### config.mk
export PLATFORM = sky130hd
export DESIGN_NAME = tld_ram
export DESIGN_NICKNAME = d
export VERILOG_FILES = /design/src/rtl/tld_ram.sv
export SDC_FILE = /design/constraint.sdc
export NUM_CORES = 1
export LEC_CHECK = 0
export BUFFER_PORTS_ARGS = -buffer_cell sky130_fd_sc_hd__buf_2
export CAP_MARGIN = 20
export CORE_UTILIZATION = 54
export CTS_CLUSTER_DIAMETER = 40
export DETAILED_ROUTE_END_ITERATION = 7
export GPL_TIMING_DRIVEN = 0
export PLACE_DENSITY = 0.81
export SETUP_SLACK_MARGIN = 0.3
export SYNTH_ARGS = -nofsm -noshare
export SYNTH_HDL_FRONTEND = slang
export SYNTH_SLANG_ARGS = --single-unit
### constraint.sdc
create_clock -name i_clk -period 1.8 [get_ports i_clk]
set_clock_uncertainty 0.1 [all_clocks]
set_input_delay 0.27 -clock i_clk [delete_from_list [all_inputs] [get_ports i_clk]]
set_output_delay 0.27 -clock i_clk [all_outputs]
set_load 0.02 [all_outputs]
### src/rtl/tld_ram.sv
`timescale 1ns / 1ps
`default_nettype none
// ----------------------------------------------------------------------------
// tld_ram
// Generic simple dual-port RAM with one write port and a registered read port.
// ----------------------------------------------------------------------------
module tld_ram #(
    parameter int WIDTH = 8,
    parameter int DEPTH = 16
) (
    input  wire logic                     i_clk,
    input  wire logic                     i_we,
    input  wire logic [$clog2(DEPTH)-1:0] i_waddr,
    input  wire logic [WIDTH-1:0]         i_wdata,
    input  wire logic                     i_re,
    input  wire logic [$clog2(DEPTH)-1:0] i_raddr,
    output logic      [WIDTH-1:0]         o_rdata
);

    logic [WIDTH-1:0] r_mem [DEPTH];

    always_ff @(posedge i_clk) begin
        if (i_we) begin
            r_mem[i_waddr] <= i_wdata;
        end
        if (i_re) begin
            o_rdata <= r_mem[i_raddr];
        end
    end

endmodule
`default_nettype wire

==> flow_summary.yaml <==
worst_setup_path:
  crit_required_ps: 1950
  cp-startpoint: "r_mem[1][0]"
  path_max_fanout: 1
  cp-end-kind: "register"
  timing.rr.end: "o_rdata[0]"
  worst-r2r-cell-count: 3
  worstSetupPathType: "register to register"
  r2r_slack_ps: 240
  critPathLaunchType: "register"
  arrival_ps: 1720
  rr_startpoint: "r_mem[1][0]"
  slowest_delay_ps: 460
  slowest_stage: "mux4_2"
  cp-endpoint: "o_rdata[0]"
  crit_chain: "mux4_2 -> a22oi_2 -> nand2_1"
clock_tree:
  cts-htree-levels: 4
  path_clk_slew_ps: 60
  cts_setup_buffers: 0
  clock_sinks: 136
  root_buffer: "clkbuf_8"
  cts_tree: "yes"
  clock_latency_ps: 510
  numCtsBuffers: 17
  clockBufferDepth: 2
detailed_routing:
  wl_per_cell_um: 23.44
  drc: 0
  drt_wl_total_mm: 9.775
  via_per_inst: 5.990
  num_vias: 2498
  drt-pass1-iter-count: 4
  antenna_left: 0
  dr.first_iter.drc_count: 287
power_and_ir_drop:
  power_density_nw_per_um2: 1209
  peakVddDrop_mv: 0.8562
  leakagePower_nw: 2.025
floorplan:
  rows: 35
  dieArea_um2: 10080
  die_h_um: 100.4
  fp.coreArea_um2: 9328
  ios: 27
  die_w_um: 100.4
  start_util_pct: 56.04
logic_synthesis:
  synthTopCellsByCount: "edfxtp_1 (136), mux4_2 (18), a22oi_1 (16), mux4_1 (14), nor2_1 (13)"
  ys_types: 18
  ys_ff_latch: 136
  syn-cell-area_um2: 5228
  yosysWarningCount: 0
  async_reset_ff_share_pct: 0
  synthesis.nets: 248
  yosysMostFrequentCell: "edfxtp_1"
  synth_edf_count: 136
  synth.top_cell.area_share_pct: 78.12
  synthCells: 229
  syn_area_per_cell_um2: 22.83
  synthTopCellsByArea: "edfxtp_1 (78%), mux4_2 (7.8%), mux4_1 (7.0%)"
  ys_seq_area_share_pct: 78.12
  yosysTopAreaCell: "edfxtp_1"
  ys.flop_type: "edfxtp_1"
grt:
  grt_pass1_vias: 2522
  grt_util_all_layers_pct: 21.77
  grt_pass1_wl_mm: 14.70
  grt-ovfl-total: 0
  antenna_found_initial: 0
  grt_max_degree: 17
worst_hold_path:
  min-delay-path-class: "input pin to register"
sta:
  drv_slew: 0
  holdWs_ps: 50.41
  tns_ps: 0
  clock.fmax_mhz: 639.6
  rsz0062_at_grt: "yes"
  relSlewSlack_pct: 44.37
  setup_violations: 0
  hold_viol: 0
  tightest_slew_ps: 831.4
  fin_crit_sh_pct: 86.86
  post-route-min-period_ps: 1563
final_layout:
  antenna_cells: 0
  regArea_um2: 4084
  drive_above_1_share_pct: 40.97
  final.fill_count: 580
  fin_nets: 294
  area_growth_pct: 18.93
  multi_input_area_um2: 1096
  design_area_um2: 6217
placement:
  gp_congestion: 0.7391
  dpl-instance-area_um2: 5542
  dp_hpwl_mm: 5.987
  port_buffers: 25
run_status:
  outcome: "finished clean"
run:
  max_cap_violations: 0
[kinds of logic after synthesis]
logic type | Yosys count | synth area share [%]
AOI/OAI and AO/OA | 16 | 2.298
DFF | 136 | 78.12
buffers and inverters | 10 | 1.651
muxes | 32 | 14.79
and+or+nand+nor | 35 | 3.136
[routing by layer]
layer / GRT usage (%) / vias up / routed length (um)
met5: 0 / - / 0
met2: 34.04 / 121 / 4917
met3: 5.571 / 14 / 874
met4: 7.804 / 0 / 114
li1: - / 1068 / -
met1: 30.15 / 1295 / 3869
[per-stage QoR]
step | utilization [%] | worst slack, ps | instances | total power, mW
4_1_cts | 66.55 | 238.1 | 416 | 7.556
5_1_grt | 66.65 | 225.7 | 417 | 7.719
3_3_place_gp | 59.41 | -140.2 | 383 | 3.999
6_report | 66.65 | 236.6 | 417 | 7.518
2_1_floorplan | - | 211.0 | 229 | 3.866
3_5_place_dp | 59.41 | -212.4 | 383 | 4.019
[sequential cells by signal, summed over array words and instances, names as in the netlist]
register and cells:
r_mem 128, o_rdata 8
[worst min-delay path by stage]
| stage | from | end | slack [ps] | depth (start not counted) |
|---|---|---|---|---|
| 3_5_place_dp | i_re | o_rdata[5] | 510 | 1 |
| 4_1_cts | i_wdata[1] | r_mem[9][1] | 40 | 1 |
| 2_1_floorplan | i_wdata[0] | r_mem[0][0] | 270 | 0 |
| 5_1_grt | i_wdata[1] | r_mem[2][1] | 50 | 1 |
| 6_report | i_wdata[1] | r_mem[10][1] | 50 | 1 |
| 3_3_place_gp | i_re | o_rdata[7] | 500 | 1 |
[timing repair]
item,CTS,global route
hold endpoints to repair,8,0
gates resized for setup,15,1
cloned,0,0
pin swaps,3,8
setup endpoints to repair,8,8
hold buffers,1,0
[cells in the final DEF, fill, tap and decap left out, types with 2 or more instances in the layout]
| master | netlist | final |
|---|---|---|
| nand2b_1 | 2 | 2 |
| a22oi_2 | 0 | 12 |
| nor3_2 | 0 | 2 |
| mux4_2 | 18 | 32 |
| a22oi_1 | 16 | 4 |
| bufinv_16 | 0 | 4 |
| clkbuf_16 | 0 | 16 |
| clkdlybuf4s25_2 | 3 | 3 |
| buf_12 | 0 | 3 |
| nand2_1 | 9 | 9 |
| clkinv_4 | 0 | 4 |
| clkinv_2 | 0 | 2 |
| nand3b_1 | 2 | 2 |
| clkinvlp_4 | 0 | 2 |
| edfxtp_1 | 136 | 136 |
| nor2_1 | 13 | 10 |
| buf_2 | 3 | 28 |
| nor2_2 | 0 | 3 |
| inv_6 | 0 | 2 |
[critical path, delay by kind of cell (launching register included)]
kind,cells,cell delay (ps)
flip-flops,1,370
multiplexers,1,460
AND/OR/NAND/NOR,1,120
AO/OA/AOI/OAI,1,250
[cell type report]
| cell class | instances | share of cell area (%) |
|---|---|---|
| buffer | 10 | 1.932 |
| clock buffer | 17 | 6.661 |
| sequential | 136 | 65.69 |
| multi-input combinational | 83 | 17.63 |
| timing repair buffer | 27 | 2.254 |
| tap | 129 | 2.596 |
| clock inverter | 15 | 3.240 |
[report_power, final]
| group | switching, mW | leakage, nW | internal (mW) |
|---|---|---|---|
| Combinational | 0.229 | 0.493 | 0.161 |
| Clock | 1.29 | 0.296 | 2.25 |
| Sequential | 0.0178 | 1.24 | 3.57 |
Power figures use the tool's default switching activity.
